### config.mk
export PLATFORM = sky130hd
export DESIGN_NAME = ondemand_route_discovery_node
export DESIGN_NICKNAME = d
export VERILOG_FILES = /design/src/rtl/odrd_pkg.sv /design/src/rtl/odrd_front.sv /design/src/rtl/odrd_back.sv /design/src/rtl/ondemand_route_discovery_node.sv
export SDC_FILE = /design/constraint.sdc
export NUM_CORES = 1
export LEC_CHECK = 0
export ABC_AREA = 1
export BUFFER_PORTS_ARGS = -buffer_cell sky130_fd_sc_hd__buf_2
export CAP_MARGIN = 0
export CORE_ASPECT_RATIO = 1.2
export CORE_MARGIN = 2
export CORE_UTILIZATION = 35
export DETAILED_ROUTE_END_ITERATION = 10
export PLACE_DENSITY = 0.46
export SLEW_MARGIN = 20
export SYNTH_ARGS = -nofsm -noshare
export SYNTH_HDL_FRONTEND = slang
export SYNTH_SLANG_ARGS = --single-unit
export TNS_END_PERCENT = 100
### constraint.sdc
create_clock -name clk -period 8.55 [get_ports clk]
set_input_delay 0.4275 -clock clk [delete_from_list [all_inputs] [get_ports clk]]
set_output_delay 0.4275 -clock clk [all_outputs]
set_load 0.02 [all_outputs]
### src/rtl/odrd_pkg.sv
`timescale 1ns / 1ps
package odrd_pkg;

  localparam int NodeLimit = 16;
  localparam int NodeAw = $clog2(NodeLimit);
  localparam int SeenDepth = 32;
  localparam int SeenAw = $clog2(SeenDepth);

  localparam logic [2:0] CMD_SEND = 3'd0;
  localparam logic [2:0] CMD_RREQ = 3'd1;
  localparam logic [2:0] CMD_RREP = 3'd2;
  localparam logic [2:0] CMD_DATA = 3'd3;
  localparam logic [2:0] CMD_NBR  = 3'd4;

  localparam logic [2:0] ACT_NONE    = 3'd0;
  localparam logic [2:0] ACT_RREQ    = 3'd1;
  localparam logic [2:0] ACT_RREP    = 3'd2;
  localparam logic [2:0] ACT_FWD     = 3'd3;
  localparam logic [2:0] ACT_DELIVER = 3'd4;
  localparam logic [2:0] ACT_INSTALL = 3'd5;

  typedef struct packed {
    logic [2:0]  command;
    logic [7:0]  hop_count;
    logic [3:0]  dest_node;
    logic [15:0] dest_seqnum;
    logic [3:0]  origin_node;
    logic [15:0] origin_seq;
    logic [3:0]  from_node;
    logic [15:0] neighbor_mask;
  } item_in_t;

  typedef struct packed {
    logic [2:0]  action;
    logic [3:0]  target_node;
    logic [7:0]  hop_out;
    logic [3:0]  dest_out;
    logic [15:0] dest_seq_out;
    logic [3:0]  origin_out;
    logic [15:0] origin_seq_out;
  } item_out_t;

  // classified item passed from front to back
  typedef struct packed {
    item_in_t  item;
    logic      is_me_dst;
    logic      is_me_org;
  } work_t;

endpackage

### src/rtl/odrd_front.sv
`timescale 1ns / 1ps
module odrd_front (
  input  logic              clk,
  input  logic              rst,
  input  logic [3:0]        own_id,
  input  logic              push,
  output logic              full,
  input  odrd_pkg::item_in_t in_item,
  output logic              q_valid,
  input  logic              q_take,
  output odrd_pkg::work_t   q_data
);
  import odrd_pkg::*;

  // two-entry queue between front and back
  work_t       slot [2];
  logic        rd_ptr;
  logic        wr_ptr;
  logic [1:0]  count;
  work_t       cls;
  logic        do_push;
  logic        do_pop;

  always_comb begin
    cls.item = in_item;
    cls.is_me_dst = (in_item.dest_node == own_id);
    cls.is_me_org = (in_item.origin_node == own_id);
  end

  assign full    = (count == 2'd2);
  assign q_valid = (count != 2'd0);
  assign q_data  = slot[rd_ptr];
  assign do_push = push && !full;
  assign do_pop  = q_take && q_valid;

  always_ff @(posedge clk) begin
    if (do_push) slot[wr_ptr] <= cls;
    if (rst) begin
      rd_ptr <= 1'b0;
      wr_ptr <= 1'b0;
      count  <= 2'd0;
    end else begin
      if (do_push) wr_ptr <= ~wr_ptr;
      if (do_pop) rd_ptr <= ~rd_ptr;
      count <= count + {1'b0, do_push} - {1'b0, do_pop};
    end
  end
endmodule

### src/rtl/odrd_back.sv
`timescale 1ns / 1ps
module odrd_back (
  input  logic               clk,
  input  logic               rst,
  input  logic [3:0]         own_id,
  input  logic               q_valid,
  output logic               q_take,
  input  odrd_pkg::work_t    q_data,
  output logic               empty,
  input  logic               pop,
  output odrd_pkg::item_out_t out_item
);
  import odrd_pkg::*;

  typedef enum logic [3:0] {
    ST_IDLE = 4'b0001,
    ST_SCAN = 4'b0010,
    ST_EXEC = 4'b0100,
    ST_OUT  = 4'b1000
  } state_t;

  state_t state;
  work_t  w;

  logic [NodeLimit-1:0] route_valid;
  logic [3:0]  route_next [NodeLimit];
  logic [7:0]  route_hops [NodeLimit];
  logic [15:0] route_seq  [NodeLimit];

  // seen ring is a memory scanned one entry per cycle
  logic [SeenDepth-1:0] seen_valid;
  logic [27:0] seen_mem [SeenDepth];
  logic [27:0] rd_data;
  logic [SeenAw-1:0] rd_addr;
  logic [SeenAw:0]   scan_cnt;
  logic              rd_live;
  logic [SeenAw-1:0] rd_idx;
  logic [SeenAw-1:0] seen_wp;
  logic [15:0] orig_cnt;
  logic [15:0] reply_cnt;
  logic dup;
  logic found;
  logic [3:0] back;

  item_out_t res;
  item_out_t res_next;
  logic [7:0] hop_inc;
  logic [7:0] hop_dec;
  logic back_nbr;

  assign q_take = (state == ST_IDLE) && q_valid;
  assign empty  = (state != ST_OUT);
  assign hop_inc = (w.item.hop_count == 8'hff) ? 8'hff : w.item.hop_count + 8'd1;
  assign hop_dec = (w.item.hop_count == 8'h00) ? 8'h00 : w.item.hop_count - 8'd1;
  assign back_nbr = (back != own_id) && w.item.neighbor_mask[back];
  assign rd_addr = seen_wp + scan_cnt[SeenAw-1:0];

  always_ff @(posedge clk) begin
    rd_data <= seen_mem[rd_addr];
    rd_idx  <= rd_addr;
  end

  // result of the item under execution
  always_comb begin
    res_next = '0;
    unique case (w.item.command)
      CMD_SEND, CMD_DATA: begin
        if (w.item.command == CMD_DATA && w.is_me_dst) begin
          res_next = '{ACT_DELIVER, w.item.origin_node, 8'd0, w.item.dest_node,
                       16'd0, w.item.origin_node, 16'd0};
        end else if (w.item.command == CMD_SEND && w.is_me_dst) begin
          res_next = '0;
        end else if (route_valid[w.item.dest_node]) begin
          res_next = '{ACT_FWD, route_next[w.item.dest_node], 8'd0,
                       w.item.dest_node, 16'd0,
                       (w.item.command == CMD_SEND) ? own_id : w.item.origin_node,
                       16'd0};
        end else begin
          res_next = '{ACT_RREQ, 4'd0, 8'd1, w.item.dest_node, 16'd1, own_id,
                       orig_cnt + 16'd1};
        end
      end
      CMD_RREQ: begin
        if (!w.is_me_org && !dup) begin
          if (w.is_me_dst) begin
            res_next = '{ACT_RREP, w.item.from_node, w.item.hop_count, own_id,
                         reply_cnt + 16'd1, w.item.origin_node, w.item.origin_seq};
          end else begin
            res_next = '{ACT_RREQ, 4'd0, hop_inc, w.item.dest_node,
                         w.item.dest_seqnum, w.item.origin_node, w.item.origin_seq};
          end
        end
      end
      CMD_RREP: begin
        if (w.is_me_org) begin
          res_next = '{ACT_INSTALL, w.item.from_node, w.item.hop_count,
                       w.item.dest_node, w.item.dest_seqnum, w.item.origin_node,
                       w.item.origin_seq};
        end else if (found && back_nbr) begin
          res_next = '{ACT_RREP, back, hop_dec, w.item.dest_node,
                       w.item.dest_seqnum, w.item.origin_node, w.item.origin_seq};
        end
      end
      default: res_next = '0;
    endcase
  end

  always_ff @(posedge clk) begin
    if (rst) begin
      state       <= ST_IDLE;
      route_valid <= '0;
      seen_valid  <= '0;
      seen_wp     <= '0;
      orig_cnt    <= '0;
      reply_cnt   <= '0;
      rd_live     <= 1'b0;
      scan_cnt    <= '0;
    end else begin
      unique case (state)
        ST_IDLE: begin
          if (q_valid) begin
            w        <= q_data;
            state    <= ST_SCAN;
            scan_cnt <= '0;
            rd_live  <= 1'b0;
            dup      <= 1'b0;
            found    <= 1'b0;
            back     <= '0;
          end
        end
        ST_SCAN: begin
          // oldest to newest so the newest match wins
          if (rd_live && seen_valid[rd_idx] &&
              rd_data[27:24] == w.item.origin_node &&
              rd_data[23:20] == w.item.dest_node) begin
            if (w.item.origin_seq <= rd_data[19:4]) dup <= 1'b1;
            if (w.item.origin_seq == rd_data[19:4]) begin
              found <= 1'b1;
              back  <= rd_data[3:0];
            end
          end
          rd_live <= !scan_cnt[SeenAw];
          if (scan_cnt[SeenAw] && rd_live == 1'b0) state <= ST_EXEC;
          if (!scan_cnt[SeenAw]) scan_cnt <= scan_cnt + 1'b1;
          if (w.item.command != CMD_RREQ && w.item.command != CMD_RREP)
            state <= ST_EXEC;
        end
        ST_EXEC: begin
          res   <= res_next;
          state <= ST_OUT;
          unique case (w.item.command)
            CMD_SEND, CMD_DATA: begin
              if (!w.is_me_dst && !route_valid[w.item.dest_node])
                orig_cnt <= orig_cnt + 16'd1;
            end
            CMD_RREQ: begin
              if (!w.is_me_org && !dup) begin
                seen_valid[seen_wp] <= 1'b1;
                seen_mem[seen_wp] <= {w.item.origin_node, w.item.dest_node,
                                      w.item.origin_seq, w.item.from_node};
                seen_wp <= seen_wp + 1'b1;
                if (w.is_me_dst) reply_cnt <= reply_cnt + 16'd1;
              end
            end
            CMD_RREP: begin
              if (w.is_me_org) begin
                route_valid[w.item.dest_node] <= 1'b1;
                route_next[w.item.dest_node]  <= w.item.from_node;
                route_hops[w.item.dest_node]  <= w.item.hop_count;
                route_seq[w.item.dest_node]   <= w.item.dest_seqnum;
              end else if (found && back_nbr) begin
                route_valid[w.item.dest_node] <= 1'b1;
                route_next[w.item.dest_node]  <= w.item.from_node;
                route_hops[w.item.dest_node]  <= hop_dec;
                route_seq[w.item.dest_node]   <= w.item.dest_seqnum;
              end
            end
            CMD_NBR: begin
              for (int n = 0; n < NodeLimit; n++) begin
                if (route_next[NodeAw'(n)] == own_id ||
                    !w.item.neighbor_mask[route_next[NodeAw'(n)]])
                  route_valid[NodeAw'(n)] <= 1'b0;
              end
            end
            default: ;
          endcase
        end
        ST_OUT: begin
          if (pop) state <= ST_IDLE;
        end
        default: state <= ST_IDLE;
      endcase
    end
  end

  assign out_item = res;
endmodule

### src/rtl/ondemand_route_discovery_node.sv
`timescale 1ns / 1ps
// one node's route discovery control plane
// input channel: push / full carries one event per transfer (in_item struct)
// result channel: empty / pop carries exactly one result per event, in order
// config: own_id_we / own_id_wdata write the node id, only while idle
// a two-entry queue decouples the accepting front from the executing back
// send, data, neighbor and unknown events pass from the scan state straight
// to exec, which registers the result, and then to the out state
// rreq and rrep events scan the 32-entry seen ring one entry a cycle through
// the registered memory read before exec registers the result; the back
// takes no new event until its result is popped
// the back holds its result until popped; the front keeps taking events
// until its queue is full, then full stays high
// reset clears routes, seen ring valid bits, pointer and both counters
// and sets own_id to zero
module ondemand_route_discovery_node (
  input  logic                clk,
  input  logic                rst,
  input  logic                push,
  output logic                full,
  input  odrd_pkg::item_in_t  in_item,
  output logic                empty,
  input  logic                pop,
  output odrd_pkg::item_out_t out_item,
  input  logic                own_id_we,
  input  logic [3:0]          own_id_wdata
);
  import odrd_pkg::*;

  logic [3:0] own_id;
  logic       q_valid;
  logic       q_take;
  work_t      q_data;

  // node id register
  always_ff @(posedge clk) begin
    if (rst) own_id <= '0;
    else if (own_id_we) own_id <= own_id_wdata;
  end

  odrd_front u_front (
    .clk(clk), .rst(rst), .own_id(own_id), .push(push), .full(full),
    .in_item(in_item), .q_valid(q_valid), .q_take(q_take), .q_data(q_data)
  );

  odrd_back u_back (
    .clk(clk), .rst(rst), .own_id(own_id), .q_valid(q_valid), .q_take(q_take),
    .q_data(q_data), .empty(empty), .pop(pop), .out_item(out_item)
  );
endmodule

* After elaboration in Yosys (flattened, before gate mapping)
Memory sizes are Yosys's and may differ from the RTL's. A register that Yosys moved wholly into a read port is not among the register bits.
Cells that the tools add are included.
** Word-level totals
- Flip-flop bits (word level) :: 170
- Bits in writable memories :: 1106
- Output and inout port bits :: 57
- Word-level logic and storage cells :: 260
- Memories :: 3
** Cells by class
- Add/sub/neg operators :: 9
- Order comparisons :: 15
- Equal/unequal tests :: 43
- Mux-type cells :: 87
- Bitwise logic cells :: 7
- Reduce and logical (&&, ||, !) cells :: 64
** Memories
- u_back.seen_mem :: depth 32, width 28, read ports 1, clocked after memory_dff 1, wr ports 1, line odrd_back.sv:32 : logic [27:0] seen_mem [SeenDepth];
- u_front.slot :: depth 2, width 73, read ports 1, clocked after memory_dff 1, wr ports 1, line odrd_front.sv:16 : work_t slot [2];
- u_back.route_next :: depth 16, width 4, read ports 9, clocked after memory_dff 0, wr ports 1, line odrd_back.sv:26 : logic [3:0] route_next [NodeLimit];
** Operator list (number)
- $mux 55 :: 4
- $pmux 55 s3 :: 1
- $mux 54 :: 3
- $lt 4x5->1 const B :: 10
- $eq 4x4->1 :: 12
- $mux 1 :: 44
- $bmux 1 s4 :: 10
- $mux 4 :: 9
- $reduce_and 4->1 :: 9
- $add 16x1->16 const B :: 2
- $mux 16 :: 2
- $or 32x32->32 :: 1
- $ne 2x1->1 const B :: 12
- $reduce_and 3->1 :: 6
- $eq 16x16->1 :: 1
- $le 16x16->1 :: 1
- $logic_and 1x1->1 :: 16
- $mux 8 :: 2
- $or 16x16->16 :: 1
- $pmux 4 s4 :: 1
- $pmux 8 s2 :: 1
- $logic_not 1->1 :: 14
- $lt 5x6->1 const B :: 2
- $mux 6 :: 2
- 38 further kinds :: 59

* Depth between registers and ports, before layout
Gate-level depths: netlist of run 1.
- Depth after elaboration :: 11
- Depth in mapped cells :: 16
- Mapped depth without buffers :: 15

* By module
Synthesis of run 1 repeated with hierarchy kept, for this count alone.
** Unflattened totals
- Cell total of the unflattened synthesis :: 4450
- Area, all modules :: 57386.3 um^2
** Modules (own cells, without submodules)
- odrd_back :: instances 1, cells an instance 4131, area each 51220.4 um^2, sequential area each 35514.1 um^2
- odrd_front :: instances 1, cells an instance 293, area each 5993.2 um^2, sequential area each 4484.3 um^2
- ondemand_route_discovery_node :: instances 1, cells an instance 26, area each 172.7 um^2, sequential area each 80.1 um^2

* Worst setup path after synthesis of run 1
OpenSTA, ideal clock, no wires.
- Path type :: register to register
- From :: register u_back.state[3]
- To :: register u_back.w[0] (netlist name), enable pin
- Arrival time :: 3.982 ns
- Setup slack :: 4.063 ns
- Cell stages (with the launch flop) :: 6
- Buffers on the path :: 0
- Clock period less this slack :: 4.487 ns
- Cells stage by stage :: dfxtp_1 -> nor2_1 -> inv_1 -> nor3_1 -> o21ai_1 -> nor2_1
** On the way
- Longest elaborated chain between the ends :: 2
** Ends and longest elaborated chain
- start, declared :: line odrd_back.sv:22 : state_t state;
- start signal, assigned :: line odrd_back.sv:110 : state <= ST_IDLE;
- start signal, assigned :: line odrd_back.sv:123 : state <= ST_SCAN;
- start signal, assigned :: line odrd_back.sv:143 : if (scan_cnt[SeenAw] && rd_live == 1'b0) state <= ST_EXEC;
- $eq 4x1->1 :: line odrd_back.sv:119 : unique case (state)
- $reduce_and 3->1 (no line)
- end signal, assigned :: line odrd_back.sv:122 : w <= q_data;
- end, declared :: line odrd_back.sv:23 : work_t w;
Every way passes these cells.
A chain may end at the register's enable or synchronous reset.

* Worst setup path after layout of run 1
- From :: register u_back.seen_wp[0]
- To :: register u_back.rd_data[25], read port of u_back.seen_mem
** On the way
- Longest elaborated chain between the ends :: 1
** Ends and longest elaborated chain
- start, declared :: line odrd_back.sv:38 : logic [SeenAw-1:0] seen_wp;
- start signal, assigned :: line odrd_back.sv:161 : seen_wp <= seen_wp + 1'b1;
- $add 5x5->5 :: line odrd_back.sv:56 : assign rd_addr = seen_wp + scan_cnt[SeenAw-1:0];
- via u_back.rd_addr[1] :: line odrd_back.sv:34 : logic [SeenAw-1:0] rd_addr;
- end, declared :: line odrd_back.sv:33 : logic [27:0] rd_data;
The timed path passes the listed nets, and every way through them passes these cells.

==> summary.txt, run 1 <==
Floorplan
  • Initial Utilization: 0.351
  • Io pins: 137
  • DIE WIDTH: 372 µm
  • Num rows: 162
  • Area of the die: 0.166 mm²
  • Core area: around 0.16 mm²
  • Chip Height: 446 µm

Layout
  • Layout Nets: 5233
  • Area grow syn2layout: 15.5%
  • Fin area: 0.0657 mm²
  • Footprint of the multi-input gates: 0.0152 mm²
  • FF/Latch Area: 0.0400 mm²
  • Fill count: about 15000
  • Layout cells sized above 1: 0.0979
  • Finished Layout Cells: between 7000 and 8000

Placement
  • HPWL Detailed: roughly 100 mm
  • Post-DP Area: 0.0601 mm²
  • Port Buffer Count: about 140
  • Placed insts: approximately 7000
  • RePlAce Congestion: between 0.8 and 0.9

Worst hold path
  • Hold WC Path Type: in -> reg

Critical path
  • WS Path Type: reg -> reg
  • CP Cell Sequence: ha_4, fa_4, buf_12, o21ai_0, o211ai_1, nand3_1, and3_1, a31oi_1
  • CP max stage cell: fa_4
  • Crit end category: flip-flop
  • Critical path startpoint category: flip-flop
  • Required time of the critical path: about 9.3 ns
  • CP delay by family, top: adder cells
  • Crit path DAT: 4.55 ns
  • Crit path buffers/inverters: 1
  • Crit-path max cell delay: approximately 1.2 ns
  • Crit Path Max Fanout: 168

Detailed routing
  • Number of DRC markers in iteration 0: around 3100
  • DRC errors left: 0
  • Antenna-violating nets left: 0
  • Routed WL: 175 mm
  • Via density: 5.17
  • Drt wl/cell: 23.8 µm
  • Drt pass-1 iters: 5
  • Via Count: ~38000

Timing
  • Clk_skew: approximately 0.033 ns
  • RSZ-0062 raised after global routing: false
  • Worst Tran Pin Value: roughly 1.2 ns
  • Worst slew margin: 0.230
  • FMAX: 0.260 GHz
  • Post-route minimum period: 3.85 ns
  • Period utilization: 0.450
  • Min Hold Slack: 0.347 ns
  • # setup viols final: 0
  • Final TNS setup: 0 ns
  • Final Hold Vio Count: 0
  • Final Max Tran Viols: 0

Clock network
  • H-tree depth: 4
  • Clock Latency Late Sink: 0.79 ns
  • Sink Count: 1377
  • Total CTS buffers: 148
  • TritonCTS clock tree: yes
  • Clock Pin Slew Worst Setup and Hold Paths: 0.06 ns
  • Maximum clock path buffer count: 3
  • CTS Root Cell: clkbuf_16
  • Setup bufs post-CTS: 0

Power
  • IR Drop Worst-Case VDD: 0.220 mV
  • Tot Pwr: 0.0166 W
  • Total leakage power: 22.8 nW
  • PwrDens: 252 mW/mm²

Global routing
  • Vias in the first global route: 37600
  • Antenna violations before repair: 6
  • All-Layer GR Usage: 0.210
  • Global-route wire length before repair: ~260 mm
  • Remaining Overflow, GRT: 0
  • Largest net degree at the start of global routing: between 150 and 200

Synthesis
  • Synth Flop Type: edfxtp_1
  • Ranking of synthesized cells by area: edfxtp_1 65%, nor2_1 5.5%, nand2_1 5.0%
  • Synth warnings: 0
  • Yosys top cell area share: 0.655
  • Yosys reg bits: 1377
  • Cell accounting for the most synthesized area: edfxtp_1
  • Syn_area_per_cell: 11.5 µm²
  • Seq/Total Area, Yosys: 0.703
  • Post-synth EDFFs: 1240
  • Share of flip-flops with an asynchronous set or reset: 0
  • Post-Syn Instances: 4946
  • Syn_nets: 5059
  • Cell Area, Synth: 0.0569 mm²
  • Yosys cell types: 48

Status
  • Status: completed

Run
  • Max Cap Viol: 0
## cell type report
class,count,share of cell area
clock buffers,204,0.0629
repair buffers,311,0.0356
inverters,206,0.0120
multi-input cells,3076,0.231
clock inverters,68,0.00899
well taps,2132,0.0406
flip-flops and latches,1377,0.608
diodes,2,0.0000762
## sequential cells by signal, indices dropped and copies added (netlist names), 16 cells and up
register	flops
u_back.route_valid	16
u_back.reply_cnt	16
u_back.out_item	55
u_back.seen_mem	896
u_back.w	73
u_back.orig_cnt	16
u_back.seen_valid	32
u_front.slot	146
u_back.rd_data	28
u_back.route_next	64
## through the flow
| stage | worst slack [ns] | utilization |
|---|---|---|
| 6_report | 4.70 | 0.406 |
| 3_3_place_gp | 4.77 | 0.371 |
| 5_1_grt | 4.50 | 0.406 |
| 3_5_place_dp | 4.73 | 0.371 |
| 4_1_cts | 4.68 | 0.405 |
| 2_1_floorplan | 4.06 | - |
## cell usage after synthesis (4+ instances only)
cell,number
nor4_1,6
inv_2,15
buf_2,98
xor2_1,37
o21bai_1,10
nor3_1,23
o21ai_0,539
o32ai_1,6
a21oi_1,80
a31oi_1,32
nand4_1,24
nand2_2,5
o22ai_1,21
clkinv_1,8
or2_2,7
o211ai_1,235
buf_6,5
inv_1,182
nor2_1,834
clkbuf_1,157
ha_1,32
nand3b_1,4
buf_1,22
nand3_1,295
buf_4,5
a22oi_1,28
nand2_1,755
dfxtp_1,137
edfxtp_1,1240
and3_1,31
xnor2_1,26
o21ai_1,23
## power breakdown
group | internal (W) | total (W) | switching [W]
combinational | 0.000485 | 0.00211 | 0.00162
clock | 0.00363 | 0.00632 | 0.00269
sequential | 0.00793 | 0.00816 | 0.000235
total | 0.0120 | 0.0166 | 0.00455
## kinds of logic (layout without fill, tap and decap cells)
kind of cell	count (synthesis)	count (layout)	synth area share
and+or+nand+nor	1997	1997	0.144
adders and majority gates	33	33	0.00739
AOI/OAI and AO/OA	983	983	0.101
DFF	1377	1377	0.703
xor gates and xnor gates	63	63	0.00970
other	0	2	0
buffers and inverters	493	789	0.0357
## per-layer routing
metal | GRT usage | wire length, µm
met4 | 0.0822 | 6480
met1 | 0.264 | 73400
met3 | 0.0297 | 7480
met2 | 0.365 | 88100
met5 | 0 | 0
## repair_timing
item	CTS	global route
hold buffers	81	0
hold endpoints to repair	147	0
resized for setup	0	0
## cells in the final DEF, fill, tap and decap left out, types with 25 or more instances in the layout
cell	synthesis	final
a31oi_1	32	32
buf_2	98	136
nor2_4	3	38
o211ai_1	235	235
a21oi_1	80	80
dlygate4sd3_1	0	81
clkinv_1	8	37
clkbuf_1	157	42
dfxtp_1	137	136
and3_1	31	31
a22oi_1	28	28
nand3_1	295	295
ha_1	32	31
nor2_1	834	799
xnor2_1	26	25
inv_1	182	181
nand2_1	755	755
buf_4	5	85
xor2_1	37	35
clkbuf_16	0	155
o21ai_0	539	539
edfxtp_1	1240	1240
## path summary, 6_finish.rpt
kind / from / to / slack [ns] / cells past startpoint
hold reg to reg: u_back.seen_valid[0] / u_back.seen_valid[0] / 0.46 / 2
setup / recovery: u_back.seen_wp[0] / u_back.rd_data[25] / 4.70 / 8
setup reg to reg: u_back.seen_wp[0] / u_back.rd_data[25] / 4.70 / 8
hold / removal: rst / u_back.orig_cnt[6] / 0.35 / 3
## worst reg2reg max path, delay by kind of cell (launching register included)
family / cells / cell delay (ns)
compound gates: 3 / 1.19
fa+ha+maj: 2 / 1.34
buf+inv: 1 / 0.43
flops: 1 / 0.38
simple gates: 2 / 0.42
Note: power is estimated with default switching activity, not from simulation.
==> inputs of run 2 (changes only) <==
clock period = 3.6 ns   (was 8.55 ns; I/O delays follow)
==> run 2 against run 1 <==
Fmax rose by 33%. Global-route usage rose by 0.51 points. Flip-flop and latch count did not move. Register-to-register slack got worse by 4.0 ns. Worst hold slack got worse by 0.23 ns. Via count rose by 1.6%. Largest power group unchanged.
==> summary.txt, run 2 (synthesized netlist as in run 1, its figures left out) <==
Status
  • Status: completed

Critical path
  • Reg2Reg Depth: 8 (unchanged)
  • Worst R2R Start: u_back.seen_wp[0]
  • Required time of the critical path: 4.32 ns (-4.93 ns)
  • Crit Path Max Fanout: 53 (-68%)
  • Critical path startpoint category: flip-flop
  • Worst setup path start: u_back.seen_wp[0]
  • Crit end category: flip-flop
  • WS Path Type: reg -> reg
  • Crit path DAT: 3.61 ns (-0.94 ns)

Clock network
  • Clock Latency Late Sink: 0.79 ns (about the same)
  • CTS Root Cell: clkbuf_16
  • Clock Pin Slew Worst Setup and Hold Paths: 0.06 ns (about the same)
  • Total CTS buffers: 142 (-4.1%)
  • TritonCTS clock tree: yes
  • H-tree depth: 4 (unchanged)
  • Setup bufs post-CTS: 0 (unchanged)
  • Maximum clock path buffer count: 3 (unchanged)
  • Sink Count: 1377 (unchanged)

Floorplan
  • Core area: 0.162 mm² (unchanged)
  • Area of the die: 0.166 mm² (unchanged)
  • Io pins: 137 (unchanged)
  • DIE WIDTH: 372 µm (unchanged)
  • Initial Utilization: 0.351 (unchanged)
  • Num rows: 162 (unchanged)
  • Chip Height: 446 µm (unchanged)

Power
  • Net switching power: 0.0107 W (+140%)
  • IR Drop Worst-Case VDD: 0.438 mV (+100%)
  • PwrDens: 588 mW/mm² (+130%)
  • Sequential Power Share: 0.489 (-0.003)
  • Comb pwr share: 0.134 (+0.007)
  • Switching part of the total: 0.272 (-0.00224)
  • P_int: 0.0287 W (+140%)
  • Clock share of power: 0.376 (-0.005)
  • Total leakage power: 23.4 nW (+2.6%)

Timing
  • Post-route minimum period: 2.89 ns (-0.958 ns)
  • Worst Tran Pin Value: 1.04 ns (-0.119 ns)
  • Clk_skew: 0.0239 ns (-0.00902 ns)
  • Final Max Tran Viols: 0 (unchanged)
  • RSZ-0062 raised after global routing: false
  • # setup viols final: 0 (unchanged)
  • Period utilization: 0.803 (+0.353)
  • Min Hold Slack: 0.116 ns (-0.230 ns)
  • FMAX: 0.346 GHz (+33%)
  • Worst slew margin: 0.309 (+0.0794)
  • Final Hold Vio Count: 0 (unchanged)

Global routing
  • Vias in the first global route: 38000 (+1.1%)
  • Remaining Overflow, GRT: 0 (unchanged)
  • All-Layer GR Usage: 0.216 (+0.00509)
  • Global-route wire length before repair: 261 mm (+2.0%)
  • Antenna violations before repair: 2 (-4)
  • Largest net degree at the start of global routing: 133 (-23%)

Detailed routing
  • Via Count: 38800 (+1.6%)
  • Via density: 5.19 (+0.39%)
  • DRC errors left: 0 (unchanged)
  • Number of DRC markers in iteration 0: 3413 (+8.4%)
  • Drt wl/cell: 24.1 µm (+1.3%)
  • Antenna-violating nets left: 0 (unchanged)
  • Routed WL: 180 mm (+2.5%)
  • Drt pass-1 iters: 6 (+1)

Layout
  • Most frequent cells in the layout: 1240 x edfxtp_1, 799 x nor2_1, 755 x nand2_1
  • Finished Layout Cells: 7466 (+1.2%)
  • Top flop regs: u_back.seen_mem: 896 flops, u_front.slot: 146 flops, u_back.w: 73 flops
  • Layout Nets: 5331 (+1.9%)
  • Commonest non-fill, non-tap cell in the layout: edfxtp_1
  • Layout cells sized above 1: 0.115 (+0.0167)
  • Largest register FFs: 896 (unchanged)
  • Biggest register: u_back.seen_mem
  • Area grow syn2layout: 17.7%

Placement
  • HPWL Detailed: 103 mm (+3.6%)
  • Port Buffer Count: 136 (unchanged)
  • RePlAce Congestion: 0.875 (+4.6%)
  • Placed insts: 7121 (+1.5%)

Run
  • Max Cap Viol: 0 (unchanged)

Worst hold path
  • Worst Hold Depth: 2 (-1)
  • Hold WC Path Type: in -> reg
  • Hold Crit Start: in_item[70]
==> run 2: final timing paths <==
kind              slack [ns]               endpoint
setup / recovery        0.71     u_back.rd_data[26]
hold / removal          0.12    u_front.slot[1][72]
setup reg to reg        0.71     u_back.rd_data[26]
hold reg to reg         0.46  u_back.seen_valid[20]
==> run 2: timing repair <==
item / in CTS / in global routing
hold endpoints to repair: 168 / 0
gates resized for setup: 0 / 0
hold buffers: 85 / 0
==> run 2: power by group through the flow <==
stage / clock network (W) / registers (W) / logic (W)
6_report: 0.0148 / 0.0192 / 0.00529
5_1_grt: 0.0157 / 0.0193 / 0.00587
4_1_cts: 0.0151 / 0.0193 / 0.00537
3_5_place_dp: 0 / 0.0196 / 0.00528
3_3_place_gp: 0 / 0.0196 / 0.00527
2_1_floorplan: 0 / 0.0197 / 0.00272
==> run 2: per-layer routing <==
metal	vias up	GRT usage	share of wire
li1	18100	-	-
met1	19300	0.278	0.42
met2	1070	0.370	0.50
met3	277	0.0281	0.046
met4	0	0.0785	0.035
met5	-	0	0
==> run 2: final cells by class <==
| class | instances | area, µm² |
|---|---|---|
| fill | 15200 | 95000 |
| sequential | 1377 | 40000 |
| multi-input combinational | 3076 | 15200 |
| clock buffer | 199 | 3950 |
| timing repair buffer | 415 | 3700 |
| tap | 2132 | 2670 |
| inverter | 206 | 786 |
| clock inverter | 59 | 664 |
| antenna | 2 | 5.00 |
==> run 2: through the flow <==
stage,area [µm²],power (W),TNS [ns],worst slack (ns),utilization
final,67000,0.0393,0,0.710,0.413
after global routing,67000,0.0408,0,0.534,0.413
after CTS,67000,0.0397,0,0.711,0.413
after detailed placement,61500,0.0249,0,0.695,0.380
after global placement,61500,0.0249,0,0.753,0.380
after floorplan,56900,0.0224,-230.68,-0.385,-
==> run 2: critical path: stages, from the launching register on <==
cell and delay [ns]:
dfxtp_1 0.37, ha_4 0.19, fa_4 0.90, buf_4 0.53
o21ai_0 0.19, o211ai_1 0.20, nand3_1 0.09, and3_1 0.19
a31oi_1 0.13
